===== config.mk =====
export PLATFORM = sky130hd
export DESIGN_NAME = film_frame_advance_sequencer
export DESIGN_NICKNAME = d
export VERILOG_FILES = /design/src/rtl/core/ffas_pkg.sv /design/src/rtl/core/ffas_core.sv /design/src/rtl/core/film_frame_advance_sequencer.sv
export SDC_FILE = /design/constraint.sdc
export NUM_CORES = 1
export LEC_CHECK = 0
export ABC_AREA = 1
export BUFFER_PORTS_ARGS = -buffer_cell sky130_fd_sc_hd__buf_2
export CORE_UTILIZATION = 25
export CTS_BUF_LIST = sky130_fd_sc_hd__clkbuf_16
export DETAILED_ROUTE_END_ITERATION = 6
export GPL_TIMING_DRIVEN = 1
export MAX_ROUTING_LAYER = met4
export PLACE_DENSITY_LB_ADDON = 0.15
export SLEW_MARGIN = 20
export SYNTH_ARGS = -nofsm -noshare
export SYNTH_HDL_FRONTEND = slang
export SYNTH_SLANG_ARGS = --single-unit

===== constraint.sdc =====
create_clock -name clk -period 4.4 [get_ports clk]
set_input_delay 0.44 -clock clk [delete_from_list [all_inputs] [get_ports clk]]
set_output_delay 0.44 -clock clk [all_outputs]
set_load 0.01 [all_outputs]

===== src/rtl/core/ffas_pkg.sv =====
`default_nettype none

package ffas_pkg;

	localparam int unsigned CmdW     = 3;
	localparam int unsigned ModeW    = 2;
	localparam int unsigned TimeW    = 16;
	localparam int unsigned LevelW   = 8;
	localparam int unsigned PhaseW   = 3;
	localparam int unsigned AddrW    = 3;
	localparam int unsigned DataW    = 32;

	localparam logic [TimeW-1:0]  TIMEOUT_RESET = 16'd10000;
	localparam logic [LevelW-1:0] PRET_START    = 8'd40;
	localparam logic [LevelW-1:0] PRET_LIMIT    = 8'd70;
	localparam logic [LevelW-1:0] DRIVE_REWIND  = 8'd100;
	localparam logic [LevelW-1:0] DRIVE_FORWARD = 8'd20;
	localparam logic [LevelW-1:0] PRET_STEP     = 8'd4;

	typedef enum logic [PhaseW-1:0] {
		PH_IDLE  = 3'd0,
		PH_START = 3'd1,
		PH_HALF  = 3'd2,
		PH_FULL  = 3'd3,
		PH_PRET  = 3'd4
	} phase_t;

	typedef enum logic [CmdW-1:0] {
		CMD_TICK      = 3'd0,
		CMD_NEXT      = 3'd1,
		CMD_AUTO_PRET = 3'd2,
		CMD_MAN_PRET  = 3'd3,
		CMD_UNTENSION = 3'd4,
		CMD_FORWARD   = 3'd5,
		CMD_REWIND    = 3'd6
	} cmd_t;

	typedef enum logic [ModeW-1:0] {
		MODE_NONE = 2'd0,
		MODE_8MM  = 2'd1,
		MODE_S8   = 2'd2
	} film_mode_t;

	typedef enum logic [1:0] {
		EDGE_NONE = 2'd0,
		EDGE_FULL = 2'd1,
		EDGE_HALF = 2'd2
	} edge_kind_t;

	typedef enum logic [0:0] {
		REG_FILM_MODE = 1'b0,
		REG_TIMEOUT   = 1'b1
	} reg_idx_t;

	typedef struct packed {
		logic [LevelW-1:0] motor_drive;
		logic              stepper_run;
		logic              frame_done;
		logic              timed_out;
		logic              tension_found;
		logic [PhaseW-1:0] phase_now;
	} result_t;

	// x/5*4 via reciprocal 205/1024, exact for all 8-bit x
	function automatic logic [LevelW-1:0] div5_mul4(input logic [LevelW-1:0] x);
		logic [17:0] prod;
		logic [LevelW-1:0] quo;
		prod = {10'd0, x} * 18'd205;
		quo  = prod[17:10];
		return {quo[LevelW-3:0], 2'b00};
	endfunction

endpackage

`default_nettype wire


===== src/rtl/core/ffas_core.sv =====
`default_nettype none

module ffas_core (
	input  wire                          clk,
	input  wire                          arst_n,
	input  wire                          en,
	input  wire  [ffas_pkg::CmdW-1:0]    cmd,
	input  wire                          opto_level,
	input  wire                          tension_sense,
	input  wire  [ffas_pkg::LevelW-1:0]  manual_level,
	input  wire  [ffas_pkg::ModeW-1:0]   film_mode,
	input  wire  [ffas_pkg::TimeW-1:0]   edge_timeout_ms,
	output ffas_pkg::result_t            res
);
	import ffas_pkg::*;

	phase_t            phase_q, phase_d;
	logic              last_opto_q, last_opto_d;
	logic [TimeW-1:0]  elapsed_q, elapsed_d;
	logic [LevelW-1:0] pret_level_q, pret_level_d;
	logic [LevelW-1:0] motor_q, motor_d;
	logic              stepper_q, stepper_d;
	logic              done, tout, found;

	edge_kind_t        edge_kind;
	logic              rising, falling, expired, waiting;
	logic [LevelW-1:0] pret_scaled;

	assign rising      = opto_level & ~last_opto_q;
	assign falling     = ~opto_level & last_opto_q;
	assign expired     = elapsed_q >= edge_timeout_ms;
	assign waiting     = (phase_q == PH_HALF) || (phase_q == PH_FULL);
	assign pret_scaled = div5_mul4(pret_level_q);

	always_comb begin
		edge_kind = EDGE_NONE;
		case (film_mode)
			MODE_S8: begin
				if (rising) edge_kind = EDGE_HALF;
				else if (falling) edge_kind = EDGE_FULL;
			end
			MODE_8MM: begin
				if (rising) edge_kind = EDGE_FULL;
				else if (falling) edge_kind = EDGE_HALF;
			end
			default: edge_kind = EDGE_NONE;
		endcase
	end

	// next phase
	always_comb begin
		phase_d = phase_q;
		case (cmd)
			CMD_TICK: begin
				case (phase_q)
					PH_START: phase_d = PH_HALF;
					PH_HALF: begin
						if (expired) phase_d = PH_IDLE;
						else if (edge_kind == EDGE_HALF) phase_d = PH_FULL;
					end
					PH_FULL: begin
						if (expired || edge_kind == EDGE_FULL) phase_d = PH_IDLE;
					end
					PH_PRET: begin
						if (pret_level_q != PRET_START && pret_level_q < PRET_LIMIT
							&& tension_sense)
							phase_d = PH_IDLE;
					end
					default: phase_d = phase_q;
				endcase
			end
			CMD_NEXT:      phase_d = PH_START;
			CMD_AUTO_PRET: phase_d = PH_PRET;
			default:       phase_d = phase_q;
		endcase
	end

	// datapath and pulses
	always_comb begin
		last_opto_d  = last_opto_q;
		elapsed_d    = elapsed_q;
		pret_level_d = pret_level_q;
		motor_d      = motor_q;
		stepper_d    = stepper_q;
		done         = 1'b0;
		tout         = 1'b0;
		found        = 1'b0;
		case (cmd)
			CMD_TICK: begin
				if (phase_q == PH_START) begin
					stepper_d   = 1'b1;
					last_opto_d = opto_level;
					elapsed_d   = '0;
				end else if (waiting) begin
					if (expired) begin
						motor_d   = '0;
						stepper_d = 1'b0;
						tout      = 1'b1;
					end else begin
						elapsed_d = elapsed_q + 1'b1;
						if (edge_kind != EDGE_NONE) last_opto_d = ~last_opto_q;
						if (edge_kind == EDGE_HALF) begin
							elapsed_d = '0;
						end else if (edge_kind == EDGE_FULL && phase_q == PH_FULL) begin
							stepper_d = 1'b0;
							done      = 1'b1;
						end
					end
				end else if (phase_q == PH_PRET) begin
					if (pret_level_q == PRET_START) begin
						stepper_d    = 1'b0;
						pret_level_d = pret_level_q + 1'b1;
					end else if (pret_level_q < PRET_LIMIT) begin
						if (tension_sense) begin
							pret_level_d = pret_scaled;
							motor_d      = pret_scaled;
							found        = 1'b1;
						end else begin
							motor_d      = pret_level_q;
							pret_level_d = pret_level_q + PRET_STEP;
						end
					end
				end
			end
			CMD_AUTO_PRET: pret_level_d = PRET_START;
			CMD_MAN_PRET: begin
				pret_level_d = manual_level;
				motor_d      = manual_level;
			end
			CMD_UNTENSION: begin
				stepper_d = 1'b0;
				motor_d   = '0;
			end
			CMD_FORWARD: begin
				motor_d   = DRIVE_FORWARD;
				stepper_d = 1'b1;
			end
			CMD_REWIND: begin
				last_opto_d = opto_level;
				motor_d     = DRIVE_REWIND;
			end
			default: begin
				last_opto_d = last_opto_q;
			end
		endcase
	end

	always_ff @(posedge clk or negedge arst_n) begin
		if (!arst_n) begin
			phase_q      <= PH_IDLE;
			last_opto_q  <= 1'b0;
			elapsed_q    <= '0;
			pret_level_q <= PRET_START;
			motor_q      <= '0;
			stepper_q    <= 1'b0;
		end else if (en) begin
			phase_q      <= phase_d;
			last_opto_q  <= last_opto_d;
			elapsed_q    <= elapsed_d;
			pret_level_q <= pret_level_d;
			motor_q      <= motor_d;
			stepper_q    <= stepper_d;
		end
	end

	assign res.motor_drive   = motor_d;
	assign res.stepper_run   = stepper_d;
	assign res.frame_done    = done;
	assign res.timed_out     = tout;
	assign res.tension_found = found;
	assign res.phase_now     = phase_d;

endmodule

`default_nettype wire


===== src/rtl/core/film_frame_advance_sequencer.sv =====
// film frame advance sequencer
// input channel (in_valid/in_ready) carries one beat per millisecond tick or
// command: cmd, opto_level, tension_sense, manual_level. output channel
// (out_valid/out_ready) returns exactly one result beat per input beat:
// motor_drive, stepper_run, the frame_done/timed_out/tension_found pulses and
// phase_now after that beat.
// a beat is captured in the input register; the sequencer state and the
// result register then update together when the beat advances.
// throughput is one beat per cycle while the receiver takes results;
// nothing in the sequencer limits the rate below that.
// when the receiver stalls, the result register holds and the input
// register still takes one more beat; after that in_ready drops until the
// result is taken.
// reset puts the sequencer idle, motor off, stepper stopped, pretension level
// 40, film mode none and edge timeout 10000 ms. the apb port (film_mode at 0,
// edge_timeout_ms at 4) must be written only while idle; nothing enforces it.
`default_nettype none

module film_frame_advance_sequencer (
	input  wire                          clk,
	input  wire                          arst_n,
	input  wire                          psel,
	input  wire                          penable,
	input  wire                          pwrite,
	input  wire  [ffas_pkg::AddrW-1:0]   paddr,
	input  wire  [ffas_pkg::DataW-1:0]   pwdata,
	output logic [ffas_pkg::DataW-1:0]   prdata,
	output logic                         pready,
	input  wire                          in_valid,
	output logic                         in_ready,
	input  wire  [ffas_pkg::CmdW-1:0]    cmd,
	input  wire                          opto_level,
	input  wire                          tension_sense,
	input  wire  [ffas_pkg::LevelW-1:0]  manual_level,
	output logic                         out_valid,
	input  wire                          out_ready,
	output logic [ffas_pkg::LevelW-1:0]  motor_drive,
	output logic                         stepper_run,
	output logic                         frame_done,
	output logic                         timed_out,
	output logic                         tension_found,
	output logic [ffas_pkg::PhaseW-1:0]  phase_now
);
	import ffas_pkg::*;

	logic [ModeW-1:0]  film_mode_q;
	logic [TimeW-1:0]  timeout_q;
	logic              cfg_wr;
	reg_idx_t          reg_sel;

	logic              valid_s1;
	logic [CmdW-1:0]   cmd_s1;
	logic              opto_s1;
	logic              taut_s1;
	logic [LevelW-1:0] manual_s1;

	logic              advance;
	result_t           res_next;
	result_t           res_s2;
	logic              valid_s2;

	// apb registers
	assign pready  = 1'b1;
	assign cfg_wr  = psel & penable & pwrite;
	assign reg_sel = reg_idx_t'(paddr[2]);

	always_ff @(posedge clk or negedge arst_n) begin
		if (!arst_n) begin
			film_mode_q <= MODE_NONE;
			timeout_q   <= TIMEOUT_RESET;
		end else if (cfg_wr) begin
			case (reg_sel)
				REG_FILM_MODE: film_mode_q <= pwdata[ModeW-1:0];
				REG_TIMEOUT:   timeout_q   <= pwdata[TimeW-1:0];
				default:       film_mode_q <= film_mode_q;
			endcase
		end
	end

	always_comb begin
		case (reg_sel)
			REG_FILM_MODE: prdata = {{(DataW-ModeW){1'b0}}, film_mode_q};
			REG_TIMEOUT:   prdata = {{(DataW-TimeW){1'b0}}, timeout_q};
			default:       prdata = '0;
		endcase
	end

	// input register, then sequencer into the result register
	assign advance  = valid_s1 & (~valid_s2 | out_ready);
	assign in_ready = ~valid_s1 | advance;

	always_ff @(posedge clk or negedge arst_n) begin
		if (!arst_n) begin
			valid_s1 <= 1'b0;
		end else if (in_ready) begin
			valid_s1 <= in_valid;
		end
	end

	always_ff @(posedge clk) begin
		if (in_ready && in_valid) begin
			cmd_s1    <= cmd;
			opto_s1   <= opto_level;
			taut_s1   <= tension_sense;
			manual_s1 <= manual_level;
		end
	end

	ffas_core u_core (
		.clk             (clk),
		.arst_n          (arst_n),
		.en              (advance),
		.cmd             (cmd_s1),
		.opto_level      (opto_s1),
		.tension_sense   (taut_s1),
		.manual_level    (manual_s1),
		.film_mode       (film_mode_q),
		.edge_timeout_ms (timeout_q),
		.res             (res_next)
	);

	always_ff @(posedge clk or negedge arst_n) begin
		if (!arst_n) begin
			valid_s2 <= 1'b0;
		end else if (advance) begin
			valid_s2 <= 1'b1;
		end else if (out_ready) begin
			valid_s2 <= 1'b0;
		end
	end

	always_ff @(posedge clk) begin
		if (advance) begin
			res_s2 <= res_next;
		end
	end

	assign out_valid     = valid_s2;
	assign motor_drive   = res_s2.motor_drive;
	assign stepper_run   = res_s2.stepper_run;
	assign frame_done    = res_s2.frame_done;
	assign timed_out     = res_s2.timed_out;
	assign tension_found = res_s2.tension_found;
	assign phase_now     = res_s2.phase_now;

	a_one_pulse: assert property (@(posedge clk) disable iff (!arst_n)
		out_valid |-> $onehot0({frame_done, timed_out, tension_found}))
		else $error("more than one event pulse in a result beat");

	a_timeout_stops: assert property (@(posedge clk) disable iff (!arst_n)
		(out_valid && timed_out) |->
		(motor_drive == '0 && !stepper_run && phase_now == PH_IDLE))
		else $error("timeout beat does not leave the transport stopped");

	a_done_idle: assert property (@(posedge clk) disable iff (!arst_n)
		(out_valid && (frame_done || tension_found)) |-> (phase_now == PH_IDLE))
		else $error("completion beat does not return to idle");

	a_no_overrun: assert property (@(posedge clk) disable iff (!arst_n)
		(valid_s1 && valid_s2 && !out_ready) |-> !in_ready)
		else $error("input accepted with both stages full and output stalled");

endmodule

`default_nettype wire

After elaboration in Yosys (flattened, before gate mapping)

Cells that the tools add are included.

Bits in registers: 85
Input port bits: 55

Magnitude comparators: 2
Bitwise operators: 16
Add/subtract/negate cells: 3
Reduce and logical (&&, ||, !) cells: 20
Eq/ne operators: 24
Multiplexer cells: 49
Multipliers: 1

Operators with widths:

| kind                                                                          | count |
|---|---|
| 8-bit 2-to-1 mux                                                              | 13 |
| 16-bit 2-to-1 mux                                                             | 4 |
| 32-bit one-hot mux with 2 select lines                                        | 1 |
| 8-bit one-hot mux with 5 select lines                                         | 1 |
| 8-bit one-hot mux with 3 select lines                                         | 1 |
| 1-bit 2-to-1 mux                                                              | 17 |
| 16-bit by 1-bit adder with 16-bit output (second input constant)              | 1 |
| 16-bit >= comparator                                                          | 1 |
| 8-bit by 8-bit multiplier with 16-bit output (second input constant)          | 1 |
| 3-bit by 2-bit equality test with 1-bit output (second input constant)        | 4 |
| 3-bit equality test (second input constant)                                   | 4 |
| 3-bit 2-to-1 mux                                                              | 4 |
| 3-bit one-hot mux with 4 select lines                                         | 1 |
| 3-bit by 1-bit inequality test with 1-bit output (second input constant)      | 3 |
| 1-bit inverter                                                                | 9 |
| 3-bit one-hot mux with 3 select lines                                         | 1 |
| 8-bit by 1-bit adder with 8-bit output (second input constant)                | 1 |
| 8-bit by 3-bit adder with 8-bit output (second input constant)                | 1 |
| 8-bit by 6-bit equality test with 1-bit output (second input constant)        | 1 |
| 8-bit by 7-bit less-than comparator with 1-bit output (second input constant) | 1 |
| 8-bit by 6-bit inequality test with 1-bit output (second input constant)      | 1 |
| 2-bit nonzero test                                                            | 4 |
| 3-bit by 1-bit equality test with 1-bit output (second input constant)        | 2 |
| 2-bit 2-to-1 mux                                                              | 3 |
| other kinds (21)                                                              | 35 |

Depth between registers and ports, before layout

Depth in word-level cells: 13
Depth in mapped cells: 23

Hierarchy

From an unflattened synthesis, not the netlist that was laid out.

Cells, all modules: 879
Area, all modules: 6787.8 um2

Modules (own cells, without submodules):

| module                       | times used | sequential area each (um2) | cells each | area an instance (um2) |
|---|---|---|---|---|
| ffas_core                    | 1          | 928.4                      | 703        | 4838.4 |
| film_frame_advance_sequencer | 1          | 1347.5                     | 176        | 1949.4 |

Worst setup path after synthesis

Ideal clock, no wire load.

Kind: register to register
Start: register u_core.pret_level_q[2]
End: register res_s2, in the netlist motor_drive[6], data pin
Data arrival time: 3453 ps
Slack: 676 ps
Clock period less this slack: 3724 ps
Library setup time: 271 ps
Stages on the path, launching flop included: 21
Path buffers: 0
Path through: dfrtp_1 > ha_1 > xor2_1 > ha_1 > fa_1 > inv_1 > fa_1 > inv_1 > ha_1 > nand2_1 > a21oi_1 > nor2_1 > nand2_1 > nand2_1 > nand2_1 > nand2_1 > nand3_1 > nand3_1 > nand2_1 > nand2_1 > a21boi_0

RTL lines:

| what                     | line                                | RTL |
|---|---|---|
| start: declaration       | ffas_core.sv:20                     | `logic [LevelW-1:0] pret_level_q, pret_level_d;` |
| start signal: assignment | ffas_core.sv:160                    | `pret_level_q <= pret_level_d;` |
| end signal: assignment   | film_frame_advance_sequencer.sv:134 | `res_s2 <= res_next;` |
| end: declaration         | film_frame_advance_sequencer.sv:59  | `result_t res_s2;` |

==> impl_metrics.yaml <==
run_status:
  status: "finished, violations left"
  violations: "design-rule violations"
cts:
  clock_latency_ns: 0.35
  cts_buffer_depth: 2
  postCtsSetupBuffers: 0
  root_buffer: "clkbuf_16"
  clk_pin_slew_worst_paths_ns: 0.07
  cts_sinks: 85
  cts_buffers: 9
  h-tree-depth: 3
  holdBufCountCts: 0
  cts_tree: "built"
  cts_resized: 0
power:
  p_sw_w: 0.00345
  p_leak_nw: 4.12
  ir_drop_v: 0.000339
  seqPwrFrac_pct: 18.5
  intPower_w: 0.00313
  clkPwrFrac_pct: 10.8
  combPwrFrac_pct: 70.7
  cellPowerDensity_mw_per_mm2: 847
  switching_share_pct: 52.4
synthesis:
  ys_warn_count: 0
  synth.area.top_cells: "dfrtp_1 19%, nand2_1 13%, ha_1 13%"
  synth_top_cell_area_share_pct: 18.5
  avgSynthCellArea_um2: 7.69
  syn_inst: 879
  synth-seq-area-share_pct: 33.7
  synth_area_mm2: 0.00676
  ys_types: 56
  yosys.area.top_type: "dfrtp_1"
  ys_ff_latch: 85
routing:
  routedWlPerCell_um: 14.4
  drcViolationCount: 5
  vias: 5716
  viasPerCell: 4.40
  dr.pass1.iters: 7
  drt-initial-drc-count: 361
  drt_wl_total_um: 18600
  postRouteAntennaNets: 0
setup_path:
  critical_path_class: "flop to flop"
  cp.arrival_ns: 4.18
  slowest_delay_ns: 0.62
  ff2ff_setup_slack_ns: 0.30
  end_kind: "flop"
  start_kind: "flop"
  timing.critical_path.mode_cell: "nand2_1"
  worstPathRequired_ns: 4.48
  crit_chain: "inv_1, ha_1, ha_1, inv_1, fa_1, inv_1, fa_1, ha_1, nand2_1, a21oi_1, nor2_1, nand2_2, nand2_1, nand2_1, nand2_1, nand3_1, nand3_1, nand2_1, nand2_1, nand3_1"
  crit_path_max_fanout: 6
  critPathSlowestCell: "dfstp_2"
sta:
  max_freq_ghz: 0.244
  setup_violations: 0
  rsz0062_at_grt: "no"
  period_minus_slack_ns: 4.10
  fin_crit_sh_pct: 93.1
  skew_ns: 0.0118
  drv_slew: 0
  relSlewSlack_pct: 48.8
  hold_violations: 0
  setup_tns_ns: 0
  worst_slew_pin_slew_ns: 0.768
cells_and_area:
  diodes: 0
  final_util_pct: 29.6
  layout-drive-gt1-share_pct: 15.6
  syn_to_final_growth_pct: 15.0
  nets: 1092
global_routing:
  grt_pass1_vias: 5642
  grt_pass1_wl_um: 30500
  antenna_found_initial: 0
  grt_remaining_overflow: 0
  grt_usage_pct: 14.5
  grt_max_degree: 33
floorplanning:
  fp.dieW_um: 166
  die_h_um: 166
  rows: 59
  core_mm2: 0.0263
  start_util_pct: 25.7
  ios: 105
  die-area_mm2: 0.0277
min_path:
  hp-class: "input port to asynchronous set/reset pin"
job:
  drv_cap: 0
place:
  port-buffer-count: 69
  place.gp.congestion: 0.840
  dp_hpwl_um: 14700
## synthesized netlist by cell type, drive strengths merged
library cell / n
buf: 23
a21boi: 7
fa: 9
o21a: 2
a22oi: 1
or2: 1
a31oi: 4
a21o: 3
a211oi: 2
and2: 2
o41ai: 3
o211ai: 5
a221oi: 1
nand3: 62
conb: 2
nand4: 10
dfstp: 7
and3: 1
dfrtp: 50
nor4: 2
o21bai: 5
xnor2: 5
clkinv: 1
clkbuf: 7
ha: 70
nand2: 239
edfxtp: 28
a21oi: 44
xor2: 13
nor3: 15
o22ai: 1
nor2: 76
inv: 131
nor3b: 3
o21ai: 44
## state kept, by name, indices dropped and copies added, names as in the netlist, 2 cells and up
name / cells
u_core.motor_q: 8
u_core.elapsed_q: 16
timeout_q: 16
cmd_s1: 3
u_core.phase_q: 3
u_core.pret_level_q: 8
phase_now: 3
motor_drive: 8
manual_s1: 8
film_mode_q: 2
## final cells by class
type / count / area, µm²
clock buffers: 9 / 225
inverters: 132 / 498
clock inverters: 7 / 43.8
well taps: 335 / 419
multi-input cells: 647 / 3860
fillers: 2878 / 18500
flip-flops and latches: 85 / 2280
repair buffers: 83 / 450
## stage by stage
| stage | power [W] | hold WS, ns | setup slack [ns] | cell area, µm² | std cells |
|---|---|---|---|---|---|
| 4_1_cts | 0.00664 | 0.187 | 0.262 | 7760 | 1298 |
| 6_report | 0.00658 | 0.161 | 0.302 | 7770 | 1298 |
| 3_3_place_gp | 0.00589 | 0.488 | 0.276 | 7490 | 1282 |
| 3_5_place_dp | 0.00585 | 0.481 | 0.296 | 7490 | 1282 |
| 2_1_floorplan | 0.00452 | 0.144 | 0.676 | 6820 | 894 |
| 5_1_grt | 0.00749 | 0.223 | 0.00670 | 7770 | 1298 |
## placed cells by master (no fill, tap or decap), types with 5 or more instances in the layout
cell         n
o21ai_0     38
o21bai_1     5
a21boi_1     5
dfrtp_1     49
dfstp_2      7
nor2_1      69
fa_1         9
ha_1        70
o21ai_1      5
a21oi_1     42
nand3_1     59
clkbuf_16    9
nand2_2      6
xnor2_1      5
conb_1      17
nand2_1    232
nand4_1      9
nor3_1      11
inv_2       10
inv_1      122
buf_4       14
o211ai_1     5
buf_2       69
edfxtp_1    28
xor2_1      13
## path summary, 6_finish.rpt
check	startpoint	end	cells after the start
setup / recovery	u_core.pret_level_q[5]	motor_drive[4]	20
hold / removal	arst_n	timeout_q[12]	1
setup reg to reg	u_core.pret_level_q[5]	motor_drive[4]	20
max in group asynchronous	arst_n	out_valid	2
hold reg to reg	timeout_q[8]	timeout_q[8]	2
min in group clk	manual_level[4]	manual_s1[4]	1
## metal layers
layer | up-vias | GRT usage [%] | part of all wire, %
li1 | 2983 | - | -
met1 | 2633 | 20.1 | 51
met2 | 88 | 22.2 | 45
met3 | 12 | 1.50 | 2.4
met4 | 0 | 4.27 | 1.3
met5 | - | - | 0
## power groups by stage
stage	Combinational (W)	Sequential, W	Clock (W)
final	0.00466	0.00122	0.000709
after global routing	0.00546	0.00125	0.000773
after CTS	0.00468	0.00122	0.000744
after detailed placement	0.00462	0.00123	0
after global placement	0.00465	0.00124	0
after floorplan	0.00333	0.00119	0
## worst max-delay path, delay by kind of cell, from the launching register on
family | cells | cell delay, ns
AO/OA/AOI/OAI | 1 | 0.06
adder cells (fa/ha/maj) | 5 | 1.97
buffers and inverters | 3 | 0.19
flip-flops | 1 | 0.62
AND/OR/NAND/NOR | 11 | 1.00
## logic make-up after synthesis
logic type | Yosys count | synth area share, %
simple gates | 411 | 27.2
buf+inv | 162 | 10.2
compound gates | 122 | 10.9
flops | 85 | 33.7
fa+ha+maj | 79 | 15.6
xor+xnor | 18 | 2.33
other cells | 2 | 0.111
No activity file was read; power rests on OpenSTA's default activity.
